### src/rtl/rpe_pkg.sv
// Shared types and constants for the relative pose block.
// No dependencies; imported by the interfaces and by every module.
package rpe_pkg;

    localparam int ROT_FRAC_BITS = 14;
    localparam int Q30_BITS      = 30;
    localparam int SC_SHIFT      = Q30_BITS - ROT_FRAC_BITS;
    localparam int SCALE_SHIFT   = 15;

    localparam logic [15:0] SCALE_RESET = 16'd1638;

    typedef struct packed {
        logic signed [15:0] angle_x;
        logic signed [15:0] angle_y;
        logic signed [15:0] angle_z;
        logic signed [31:0] shift_x;
        logic signed [31:0] shift_y;
        logic signed [31:0] shift_z;
    } pose_t;

    // queued item: pose plus the first-frame tag set by the front end
    typedef struct packed {
        pose_t pose;
        logic  first;
    } qitem_t;

    typedef struct packed {
        logic valid;
    } qctl_t;

endpackage

### src/rtl/rpe_if.sv
// Handshake channels of the relative pose block: pose in, result out, config.
// Depends on rpe_pkg.
interface rpe_in_if import rpe_pkg::*; ();
    logic               valid;
    logic               ready;
    logic signed [15:0] angle_x;
    logic signed [15:0] angle_y;
    logic signed [15:0] angle_z;
    logic signed [31:0] shift_x;
    logic signed [31:0] shift_y;
    logic signed [31:0] shift_z;

    modport source (output valid, angle_x, angle_y, angle_z, shift_x, shift_y, shift_z,
                    input ready);
    modport sink (input valid, angle_x, angle_y, angle_z, shift_x, shift_y, shift_z,
                  output ready);
endinterface


### src/rtl/rpe_front.sv
// Front end: accepts pose items, tags the first frame after reset, and
// holds them in a two-entry queue for the back end. Depends on rpe_pkg, rpe_if.
module rpe_front import rpe_pkg::*; (
    input  logic     clk,
    input  logic     rst_n,
    rpe_in_if.sink   pose,
    output qitem_t   q_item,
    output qctl_t    q_stat,
    input  logic     q_pop
);

    qitem_t     fifo_reg [2];
    logic       wr_ptr_reg;
    logic       rd_ptr_reg;
    logic [1:0] count_reg;
    logic       first_reg;
    logic       push;
    pose_t      in_pose;

    assign pose.ready = (count_reg != 2'd2);
    assign push       = pose.valid && pose.ready;

    assign in_pose.angle_x = pose.angle_x;
    assign in_pose.angle_y = pose.angle_y;
    assign in_pose.angle_z = pose.angle_z;
    assign in_pose.shift_x = pose.shift_x;
    assign in_pose.shift_y = pose.shift_y;
    assign in_pose.shift_z = pose.shift_z;

    assign q_item       = fifo_reg[rd_ptr_reg];
    assign q_stat.valid = (count_reg != 2'd0);

    always_ff @(posedge clk or negedge rst_n)
    begin
        if (!rst_n)
        begin
            wr_ptr_reg <= 1'b0;
            rd_ptr_reg <= 1'b0;
            count_reg  <= 2'd0;
            first_reg  <= 1'b1;
        end
        else
        begin
            if (push)
            begin
                wr_ptr_reg <= ~wr_ptr_reg;
                first_reg  <= 1'b0;
            end
            if (q_pop)
                rd_ptr_reg <= ~rd_ptr_reg;
            if (push && !q_pop)
                count_reg <= count_reg + 2'd1;
            else if (!push && q_pop)
                count_reg <= count_reg - 2'd1;
        end
    end

    always_ff @(posedge clk)
    begin
        if (push)
        begin
            fifo_reg[wr_ptr_reg].pose  <= in_pose;
            fifo_reg[wr_ptr_reg].first <= first_reg;
        end
    end

endmodule

### src/flat_wrapper.sv
// flat-port wrapper written by rule: the top's interface ports become plain ports
module rpe_front_flat import rpe_pkg::*;
  (clk, rst_n, q_item, q_stat, q_pop, pose_valid, pose_angle_x, pose_angle_y, pose_angle_z, pose_shift_x, pose_shift_y, pose_shift_z, pose_ready);
  rpe_in_if pose_i ();
  input  logic clk;
  input  logic rst_n;
  output qitem_t q_item;
  output qctl_t q_stat;
  input  logic q_pop;
  input wire logic [$bits(pose_i.valid)-1:0] pose_valid;
  input wire logic [$bits(pose_i.angle_x)-1:0] pose_angle_x;
  input wire logic [$bits(pose_i.angle_y)-1:0] pose_angle_y;
  input wire logic [$bits(pose_i.angle_z)-1:0] pose_angle_z;
  input wire logic [$bits(pose_i.shift_x)-1:0] pose_shift_x;
  input wire logic [$bits(pose_i.shift_y)-1:0] pose_shift_y;
  input wire logic [$bits(pose_i.shift_z)-1:0] pose_shift_z;
  output wire logic [$bits(pose_i.ready)-1:0] pose_ready;
  assign pose_i.valid = pose_valid;
  assign pose_i.angle_x = pose_angle_x;
  assign pose_i.angle_y = pose_angle_y;
  assign pose_i.angle_z = pose_angle_z;
  assign pose_i.shift_x = pose_shift_x;
  assign pose_i.shift_y = pose_shift_y;
  assign pose_i.shift_z = pose_shift_z;
  assign pose_ready = pose_i.ready;
  rpe_front u_core (.clk(clk), .rst_n(rst_n), .pose(pose_i), .q_item(q_item), .q_stat(q_stat), .q_pop(q_pop));
endmodule
### config.mk
export PLATFORM = sky130hd
export DESIGN_NAME = rpe_front_flat
export DESIGN_NICKNAME = d
export VERILOG_FILES = /design/src/rtl/rpe_pkg.sv /design/src/rtl/rpe_if.sv /design/src/rtl/rpe_front.sv /design/src/flat_wrapper.sv
export SDC_FILE = /design/constraint.sdc
export NUM_CORES = 1
export LEC_CHECK = 0
export BUFFER_PORTS_ARGS = -buffer_cell sky130_fd_sc_hd__buf_2
export CAP_MARGIN = 30
export CELL_PAD_IN_SITES_DETAIL_PLACEMENT = 1
export CELL_PAD_IN_SITES_GLOBAL_PLACEMENT = 1
export CORE_ASPECT_RATIO = 1.4
export CORE_MARGIN = 2
export CORE_UTILIZATION = 44
export CTS_CLUSTER_DIAMETER = 80
export CTS_CLUSTER_SIZE = 28
export DETAILED_ROUTE_END_ITERATION = 7
export PLACE_DENSITY_LB_ADDON = 0.1
export SLEW_MARGIN = 30
export SYNTH_ARGS = -nofsm -noshare
export SYNTH_HDL_FRONTEND = slang
export SYNTH_SLANG_ARGS = --single-unit
### constraint.sdc
create_clock -name clk -period 8.55 [get_ports clk]
set_input_delay 1.71 -clock clk [delete_from_list [all_inputs] [get_ports clk]]
set_output_delay 1.71 -clock clk [all_outputs]
set_load 0.005 [all_outputs]
# Word level (Yosys, flattened, before mapping)

Memories as Yosys holds them, arrays and structs flattened.
Index checks and enable logic that the tools add are counted.

Output and inout port bits: 147
Memories kept: 1
Bits in registers: 5
Logic and storage cells: 21
Memory bits (writable): 290

Add/sub/neg operators: 2
Multiplexer cells: 4
Bitwise operators: 2
Reductions and logical operators: 7
Equal/unequal tests: 1

Memory list:

| name            | words | bits a word | rd ports | clocked after memory_dff | wr ports | RTL line        | RTL |
|---|---|---|---|---|---|---|---|
| u_core.fifo_reg | 2     | 145         | 1        | 0                        | 1        | rpe_front.sv:12 | `qitem_t fifo_reg [2];` |

Operators with widths:

| cell                                             | number |
|---|---|
| 2-to-1 mux 2 bit                                 | 2 |
| nonzero test 2 bit                               | 2 |
| logical AND 1 bit                                | 3 |
| adder 2 x 1 -> 2 bit, second input constant      | 1 |
| zero test 1 bit                                  | 2 |
| 2-to-1 mux 1 bit                                 | 2 |
| != test 2 bit, second input constant             | 1 |
| inverter 1 bit                                   | 2 |
| subtractor 2 x 1 -> 2 bit, second input constant | 1 |

# Depth between registers and ports, before layout

Gate-level depths: netlist of the first run.

Word-level depth: 6
Depth in mapped cells: 7
Gate-level depth less buffers: 7

# Least setup slack after synthesis of the first run

Ideal clock, no wire load.

Path type: input -> register
Start point: input pose_valid
End point: memory u_core.fifo_reg[0][0] (netlist name) (enable)
Stages: 2
Setup slack: 0.069 ns
Arrival time: 7.830 ns
Path buffers: 0
Setup time: 0.651 ns
Required time: 7.899 ns
Cells stage by stage: nand2_1 -> nor2_1

Cells in the longest elaborated chain, start to end: 3

Ends and longest elaborated chain:

| element                                | RTL line           | RTL |
|---|---|---|
| start, declared                        | flat_wrapper.sv:10 | `input wire logic [$bits(pose_i.valid)-1:0] pose_valid;` |
| logical AND 1 bit                      | rpe_front.sv:21    | `assign push = pose.valid && pose.ready;` |
| 2-to-1 mux 1 bit                       | rpe_front.sv:60    | `if (push)` |
| 2-to-1 mux 1 bit (not written as such) | rpe_front.sv:63    | `fifo_reg[wr_ptr_reg].first <= first_reg;` |
| end, declared                          | rpe_front.sv:12    |  |

Every way passes these cells.

==> impl_metrics.json, run 1 <==
{
  "wirelength_mm": 22.1,
  "synth_compound_area_frac": 0,
  "syn-instance-count": 471,
  "grt_pass1_vias": 5900,
  "clk_latency_ns": 0.50,
  "holdWs_ns": 0.509,
  "rr_startpoint": "u_core.count_reg[0]",
  "postCtsSetupRepairBufs": 0,
  "tightest_slew_ns": 0.934,
  "io_buffers": 294,
  "synth_area_leader_cell": "edfxtp_1",
  "cts_buffers": 14,
  "ys_seq_area_frac": 0.821,
  "ir_worst_vdd_v": 0.000236,
  "die_w_um": 136,
  "min_path_cells": 1,
  "grt_antenna_before_repair": 8,
  "holdBufCountCts": 0,
  "max_stage_delay_ns": 0.72,
  "grt_pass1_wl_mm": 33.0,
  "cp.arrival_ns": 3.00,
  "cts_buffer_depth": 3,
  "grt_max_degree": 75,
  "dr.pass1.iters": 4,
  "detail-route-antenna-nets": 0,
  "cts_tree": "yes",
  "relSlewSlack": 0.377,
  "avgRoutedWirePerCell_um": 20.1,
  "synth_xor_area_frac": 0.00407,
  "synth_simple_gate_area_frac": 0.00337,
  "layout.nets": 923,
  "cts-resized-gates": 0,
  "worstHoldEndpoint": "u_core.first_reg",
  "hold_class": "register to register",
  "drc": 0,
  "synth_top_family_by_area": "multiplexers",
  "multi_input_area_um2": 1740,
  "drv_cap": 0,
  "register_area_um2": 8840,
  "via_per_inst": 4.87,
  "largest_register_ffs": 290,
  "power.density_nw_per_um2": 310,
  "synth_cell_types": 16,
  "cts_root_buf": "clkbuf_16",
  "drive_above_1_share": 0.603,
  "synth_top_cells_by_area": "edfxtp_1 81%, mux2_2 15%, buf_6 1.4%, dfrtp_1 0.93%, clkbuf_8 0.38%",
  "slew_violations": 0,
  "grt.overflow.total": 0,
  "synth_warnings": 0,
  "required_ns": 6.84,
  "route.vias.total": 5347,
  "netlist_area_um2": 10800,
  "r2r_cells": 4,
  "cts-htree-levels": 1,
  "cp_slowest_cell": "buf_4",
  "reg2reg_to": "u_core.fifo_reg[1][52]",
  "coreArea_um2": 24000,
  "grt_usage": 0.169,
  "endpoint_kind": "output port",
  "r2r_setup_slack_ns": 6.01,
  "synth_adder_area_share": 0.00116,
  "crit_type": "register to output port",
  "area_delta_synth_final_pct": 21.0,
  "dp_hpwl_mm": 15.4,
  "hold_violations": 0,
  "fin_tns_setup_ns": 0,
  "period_minus_slack_ns": 4.71,
  "synthMuxAreaShare": 0.152,
  "dieArea_um2": 25700,
  "period_share": 0.551,
  "clock_sink_count": 295,
  "nFillCells": 2258,
  "leakagePower_nw": 4.80,
  "die_h_um": 189,
  "finalSetupViolCount": 0,
  "rows": 67,
  "path_clk_slew_ns": 0.10,
  "routabilityCongestion": 0.713,
  "fmax_mhz": 212,
  "path_max_fanout": 71,
  "ios": 295,
  "avgSynthCellArea_um2": 22.8,
  "worstHoldStart": "u_core.first_reg",
  "synth_top_area_frac": 0.810,
  "status": "completed",
  "drtIter0Drc": 250,
  "rsz0062_at_grt": "false",
  "cp_cell_sequence": "buf_12 > buf_12 > buf_4 > mux2_2 > buf_2",
  "cpMostUsedCell": "buf_12",
  "synth_nets": 620,
  "critPathLaunchType": "register",
  "start_util": 0.449,
  "yosys_register_bits": 295,
  "fin_skew_ns": 0.0289
}
## logic make-up (layout without fill, tap and decap cells)
family | count (synthesis) | count (layout)
flip-flops | 295 | 295
multiplexers | 145 | 145
other | 0 | 8
AND/OR/NAND/NOR | 7 | 7
XOR/XNOR | 5 | 5
buffers and inverters | 18 | 327
adder cells (fa/ha/maj) | 1 | 1
## area by class of cell
class | count | area share
sequential | 295 | 0.679
clock buffer | 20 | 0.0303
antenna | 8 | 0.00154
tap | 310 | 0.0298
inverter | 2 | 0.000577
multi-input combinational | 158 | 0.134
timing repair buffer | 303 | 0.124
clock inverter | 2 | 0.00125
## synth_stat cells (all sizes together)
cell / n
edfxtp: 290
mux2: 145
buf: 13
dfrtp: 4
clkbuf: 3
xor2: 3
inv: 2
nor2: 2
xnor2: 2
and2: 1
and3: 1
dfstp: 1
ha: 1
nand2: 1
nand2b: 1
or2: 1
## where the power goes
group	switching (mW)	internal, mW
Combinational	0.607	0.604
Clock	0.422	0.329
Sequential	0.0956	1.97
Total	1.12	2.90
## per-layer routing
layer  part of all wire  wire [µm]  vias up  GRT usage
met3              0.084       1840       33     0.0506
met4              0.026        573        2     0.0553
met1               0.35       7660     2654      0.190
li1                   -          -     2467          -
met2               0.54      12000      191      0.303
met5            0.00073         16        -          0
## worst max path at each step
stage	from	to	cells after the start
final	u_core.rd_ptr_reg	q_item[116]	5
after global routing	u_core.rd_ptr_reg	q_item[3]	5
after CTS	u_core.rd_ptr_reg	q_item[3]	5
after detailed placement	u_core.rd_ptr_reg	q_item[3]	5
after global placement	u_core.rd_ptr_reg	q_item[3]	3
after floorplan	pose_valid	u_core.fifo_reg[0][0]	2
## through the flow
| step | cells | worst slack [ns] | instance area (µm²) | util | power, mW |
|---|---|---|---|---|---|
| 5_1_grt | 1095 | 3.64 | 13000 | 0.542 | 4.25 |
| 3_5_place_dp | 1068 | 4.31 | 12600 | 0.525 | 3.35 |
| 2_1_floorplan | 471 | 0.0686 | 10800 | - | 2.88 |
| 3_3_place_gp | 1063 | 4.21 | 12500 | 0.520 | 3.27 |
| 6_report | 1098 | 3.84 | 13000 | 0.543 | 4.03 |
| 4_1_cts | 1090 | 3.75 | 13000 | 0.542 | 4.11 |
## critical path: cells and delay by family (launching register included)
family                 cells  cell delay [ns]
multiplexers               1             0.42
buffers and inverters      4             1.31
flip-flops                 1             0.66
## cell usage in the layout, fill, tap and decap left out
master / synthesis / routed
buf_2: 0 / 294
edfxtp_1: 290 / 290
mux2_2: 145 / 145
clkbuf_16: 0 / 15
diode_2: 0 / 8
clkbuf_1: 0 / 5
xor2_1: 3 / 3
buf_12: 0 / 3
buf_4: 0 / 3
dfrtp_1: 4 / 3
inv_1: 2 / 2
xnor2_1: 2 / 2
nand2b_1: 1 / 1
nand2_1: 1 / 1
or2_2: 1 / 1
and3_4: 0 / 1
nor2_4: 0 / 1
nor2_1: 2 / 1
and2_1: 1 / 1
ha_1: 1 / 1
clkinv_2: 0 / 1
inv_8: 0 / 1
buf_8: 0 / 1
buf_16: 0 / 1
buf_6: 13 / 1
dfstp_2: 1 / 1
dfrtp_4: 0 / 1
Note: power is estimated with default switching activity, not from simulation.
==> run 2, diff against run 1 <==
==> constraint.sdc (replaced) <==
create_clock -name clk -period 4.6 [get_ports clk]
set_input_delay 0.92 -clock clk [delete_from_list [all_inputs] [get_ports clk]]
set_output_delay 0.92 -clock clk [all_outputs]
set_load 0.005 [all_outputs]
==> run 2 against run 1 <==
Against the previous run:
- non-clock buffer count is 4 lower
- global-route usage is 0.52 points lower
- clock power is 81% higher
- routed wire length is 2.5% lower
- combinational power is 78% higher
- setup slack worse by 2.5 ns
- final cell count is 0.91% lower
- flip-flop and latch count stayed put
- sequential share of layout area is 0.40 points higher
- critical path type unchanged
- critical endpoint is now q_item[144]
- largest cell class unchanged
- largest power group unchanged
- highest routed layer unchanged
==> impl_metrics.json, run 2 (same netlist as run 1, synthesis figures left out) <==
{
  "period_share": 0.708,
  "crit_type": "register to output port",
  "wirelength_mm": 21.5,
  "fin_skew_ns": 0.0146,
  "grt_pass1_vias": 5847,
  "dr.pass1.iters": 4,
  "clock_sink_count": 295,
  "power.density_nw_per_um2": 571,
  "rows": 67,
  "coreArea_um2": 24000,
  "fin_total_pwr_mw": 7.39,
  "drive_above_1_share": 0.601,
  "critPathLaunchType": "register",
  "largest_register_ffs": 290,
  "start_util": 0.449,
  "nFillCells": 2240,
  "clk_latency_ns": 0.48,
  "slew_violations": 0,
  "via_per_inst": 4.87,
  "holdBufCountCts": 0,
  "fin_tns_setup_ns": 0,
  "cts_buffers": 14,
  "cts-htree-levels": 1,
  "p_comb_frac": 0.291,
  "grt_usage": 0.164,
  "dieArea_um2": 25700,
  "io_buffers": 294,
  "fmax_mhz": 307,
  "postCtsSetupRepairBufs": 0,
  "cts-resized-gates": 0,
  "cts_root_buf": "clkbuf_16",
  "cts_buffer_depth": 3,
  "cp.arrival_ns": 2.34,
  "clockPowerShare": 0.184,
  "hold_class": "primary input to async pin",
  "area_delta_synth_final_pct": 20.3,
  "drtIter0Drc": 293,
  "cts_tree": "yes",
  "endpoint_kind": "output port",
  "cp_cell_sequence": "buf_4 > mux2_2 > buf_2",
  "p_sw_mw": 2.03,
  "leakagePower_nw": 4.77,
  "route.vias.total": 5294,
  "period_minus_slack_ns": 3.26,
  "routabilityCongestion": 0.754,
  "avgRoutedWirePerCell_um": 19.8,
  "finalSetupViolCount": 0,
  "dp_hpwl_mm": 15.0,
  "cp_slowest_cell": "dfrtp_4",
  "required_ns": 3.68,
  "relSlewSlack": 0.431,
  "max_stage_delay_ns": 0.77,
  "detail-route-antenna-nets": 0,
  "path_max_fanout": 40,
  "status": "completed",
  "rsz0062_at_grt": "false",
  "tightest_slew_ns": 0.853,
  "grt_max_degree": 146,
  "internal_power_mw": 5.36,
  "grt_pass1_wl_mm": 32.1,
  "ir_worst_vdd_v": 0.000526,
  "p_sw_frac": 0.275,
  "die_w_um": 136,
  "drv_cap": 0,
  "layout.nets": 919,
  "drc": 0,
  "path_clk_slew_ns": 0.10,
  "hold_violations": 0,
  "most-common-layout-cells": "294 x buf_2, 290 x edfxtp_1, 145 x mux2_2",
  "grt_antenna_before_repair": 8,
  "p_seq_frac": 0.524,
  "die_h_um": 189,
  "grt.overflow.total": 0,
  "final_common_cell": "buf_2",
  "r2r_setup_slack_ns": 2.49,
  "ios": 295
}
## run 2: cell count changes in the layout (fill, tap and decap cells not counted), sizes merged
cell | previous run | this run
diode | 8 | 3
buf | 303 | 299
clkbuf | 20 | 19
## run 2: worst paths after layout
kind / cells after the start / endpoint / from
hold reg to reg: 1 / u_core.first_reg / u_core.first_reg
min in group clk: 1 / u_core.first_reg / u_core.first_reg
max in group asynchronous: 1 / u_core.first_reg / rst_n
hold / removal: 1 / u_core.rd_ptr_reg / rst_n
setup / recovery: 3 / q_item[144] / u_core.rd_ptr_reg
setup reg to reg: 3 / u_core.fifo_reg[1][119] / u_core.count_reg[0]
## run 2: cell type report
class	count	area, µm²	area share
Multi-Input combinational cell	158	1740	0.134
Sequential cell	295	8840	0.683
Inverter	2	7.51	0.000580
Clock inverter	2	17.5	0.00135
Antenna cell	3	7.51	0.000580
Clock buffer	19	390	0.0302
Timing Repair Buffer	299	1550	0.120
Tap cell	310	388	0.0300
## run 2: worst max-delay path: cells and delay by family (launching register included)
kind	cells	cell delay, ns
buffers and inverters	2	0.65
flip-flops	1	0.77
multiplexers	1	0.40
## run 2: power by group through the flow
stage,combinational [mW],sequential (mW),clock (mW)
3_3_place_gp,2.16,3.91,0
5_1_grt,2.36,3.94,1.48
2_1_floorplan,1.43,3.85,0
3_5_place_dp,2.21,3.94,0
6_report,2.15,3.88,1.36
4_1_cts,2.22,3.88,1.42
## run 2: metal layers
metal,GRT usage,part of all wire
met2,0.302,0.54
met3,0.0493,0.082
met1,0.177,0.35
met5,0,0.0016
met4,0.0505,0.026
## run 2: metrics by stage
step	hold slack, ns	area (µm²)	utilization	worst slack, ns	instances
after global placement	0.476	12500	0.522	1.92	1064
after detailed placement	0.493	12500	0.522	1.85	1064
after CTS	0.206	12900	0.539	1.30	1085
after floorplan	0.456	10800	-	0.976	471
after global routing	0.215	12900	0.539	1.22	1088
final	0.230	12900	0.539	1.34	1088
==> run 3, diff against run 2 <==
==> constraint.sdc (replaced) <==
create_clock -name clk -period 3.1 [get_ports clk]
set_input_delay 0.62 -clock clk [delete_from_list [all_inputs] [get_ports clk]]
set_output_delay 0.62 -clock clk [all_outputs]
set_load 0.005 [all_outputs]
==> run 3 against run 2 <==
Against the previous run:
- clock power up 55%
- non-clock buffer count up 3
- core utilization up 0.50 points
- routed wire length up 3.1%
- sequential power up 48%
- global-route usage up 0.73 points
- die area unchanged
- worst hold slack better by 0.088 ns
- first-iteration DRC count down 11%
- combinational power up 55%
- largest cell class unchanged
==> impl_metrics.json, run 3 (same netlist as run 1, synthesis figures left out) <==
{
  "status": "completed",
  "tightest_slew_ns": 0.561,
  "cts-resized-gates": 0,
  "r2r_cells": 3,
  "final_common_cell": "buf_2",
  "grt_max_degree": 82,
  "dieArea_um2": 25700,
  "clk_latency_ns": 0.48,
  "dr.pass1.iters": 4,
  "pre_cts_ws_ns": 0.812,
  "worstHoldStart": "pose_angle_x[8]",
  "area_delta_synth_final_pct": 21.4,
  "grt_pass1_wl_mm": 33.4,
  "finalSetupViolCount": 0,
  "path_clk_slew_ns": 0.10,
  "fin_skew_ns": 0.00872,
  "max_stage_delay_ns": 0.80,
  "io_buffers": 294,
  "period_minus_slack_ns": 2.76,
  "cp_num_buf_inv": 2,
  "cp_cell_sequence": "buf_12 > mux2_2 > buf_2",
  "fin_tns_setup_ns": 0,
  "ir_worst_vdd_v": 0.000689,
  "cts_tree": "yes",
  "grt_antenna_before_repair": 8,
  "relSlewSlack": 0.626,
  "die_w_um": 136,
  "cts_buffers": 14,
  "hold_violations": 0,
  "wirelength_mm": 22.2,
  "postCtsSetupRepairBufs": 0,
  "holdBufCountCts": 1,
  "hold_class": "primary input to register",
  "cp_slowest_cell": "dfrtp_4",
  "setup_ws_ns": 0.339,
  "drive_above_1_share": 0.604,
  "coreArea_um2": 24000,
  "drtIter0Drc": 262,
  "holdWs_ns": 0.319,
  "grt_pass1_vias": 6104,
  "via_per_inst": 4.88,
  "nFillCells": 2269,
  "drv_cap": 0,
  "cts_root_buf": "clkbuf_16",
  "cp.arrival_ns": 2.14,
  "crit_type": "register to output port",
  "leakagePower_nw": 4.81,
  "grt_usage": 0.171,
  "avgRoutedWirePerCell_um": 20.3,
  "cts-htree-levels": 1,
  "clock_sink_count": 295,
  "final_cell_area_um2": 13100,
  "final_cells": 1092,
  "ios": 295,
  "most-common-layout-cells": "294 x buf_2, 290 x edfxtp_1, 145 x mux2_2",
  "route.vias.total": 5332,
  "placed_cell_area_um2": 12600,
  "routabilityCongestion": 0.743,
  "required_ns": 2.48,
  "drc": 0,
  "cpLargestDelayFamily": "flip-flops",
  "layout.nets": 922,
  "die_h_um": 189,
  "place_inst": 1066,
  "critPathLaunchType": "register",
  "power.density_nw_per_um2": 857,
  "detail-route-antenna-nets": 0,
  "rsz0062_at_grt": "false",
  "rows": 67,
  "min_path_cells": 1,
  "largest_register_ffs": 290,
  "period_share": 0.891,
  "worstHoldEndpoint": "u_core.fifo_reg[1][137]",
  "grt.overflow.total": 0,
  "cts_buffer_depth": 3,
  "reg2reg_to": "u_core.fifo_reg[1][19]",
  "start_util": 0.449,
  "path_max_fanout": 39,
  "dp_hpwl_mm": 15.7,
  "rr_startpoint": "u_core.count_reg[0]",
  "r2r_setup_slack_ns": 1.19,
  "fmax_mhz": 362,
  "fin_total_pwr_mw": 11.2,
  "utilization": 0.544,
  "endpoint_kind": "output port",
  "slew_violations": 0
}
[run 3: cell type report]
class	instances	area (µm²)	area share
flip-flops and latches	295	8840	0.677
multi-input cells	158	1760	0.135
repair buffers	302	1620	0.124
clock buffers	19	390	0.0299
well taps	310	388	0.0297
clock inverters	2	41.3	0.00316
diodes	4	10.0	0.000767
inverters	2	7.51	0.000575
[run 3: layer usage]
| layer | GRT usage | wire [µm] | up-vias |
|---|---|---|---|
| met5 | 0 | 53 | - |
| met4 | 0.0593 | 644 | 8 |
| met3 | 0.0519 | 1770 | 42 |
| met2 | 0.316 | 12400 | 186 |
| met1 | 0.182 | 7380 | 2637 |
| li1 | - | - | 2459 |
[run 3: worst max path at each step]
| stage | startpoint | end | slack, ns | cells after the start |
|---|---|---|---|---|
| after detailed placement | u_core.rd_ptr_reg | q_item[75] | 0.81 | 3 |
| after floorplan | pose_valid | u_core.fifo_reg[0][0] | -0.13 | 2 |
| after global placement | u_core.rd_ptr_reg | q_item[75] | 0.83 | 3 |
| after global routing | u_core.rd_ptr_reg | q_item[75] | 0.23 | 3 |
| final | u_core.rd_ptr_reg | q_item[75] | 0.34 | 3 |
| after CTS | u_core.rd_ptr_reg | q_item[75] | 0.28 | 3 |
[run 3: report_power, final]
group	internal, mW	switching, mW
Sequential	5.43	0.313
Clock	0.985	1.12
Combinational	1.69	1.66
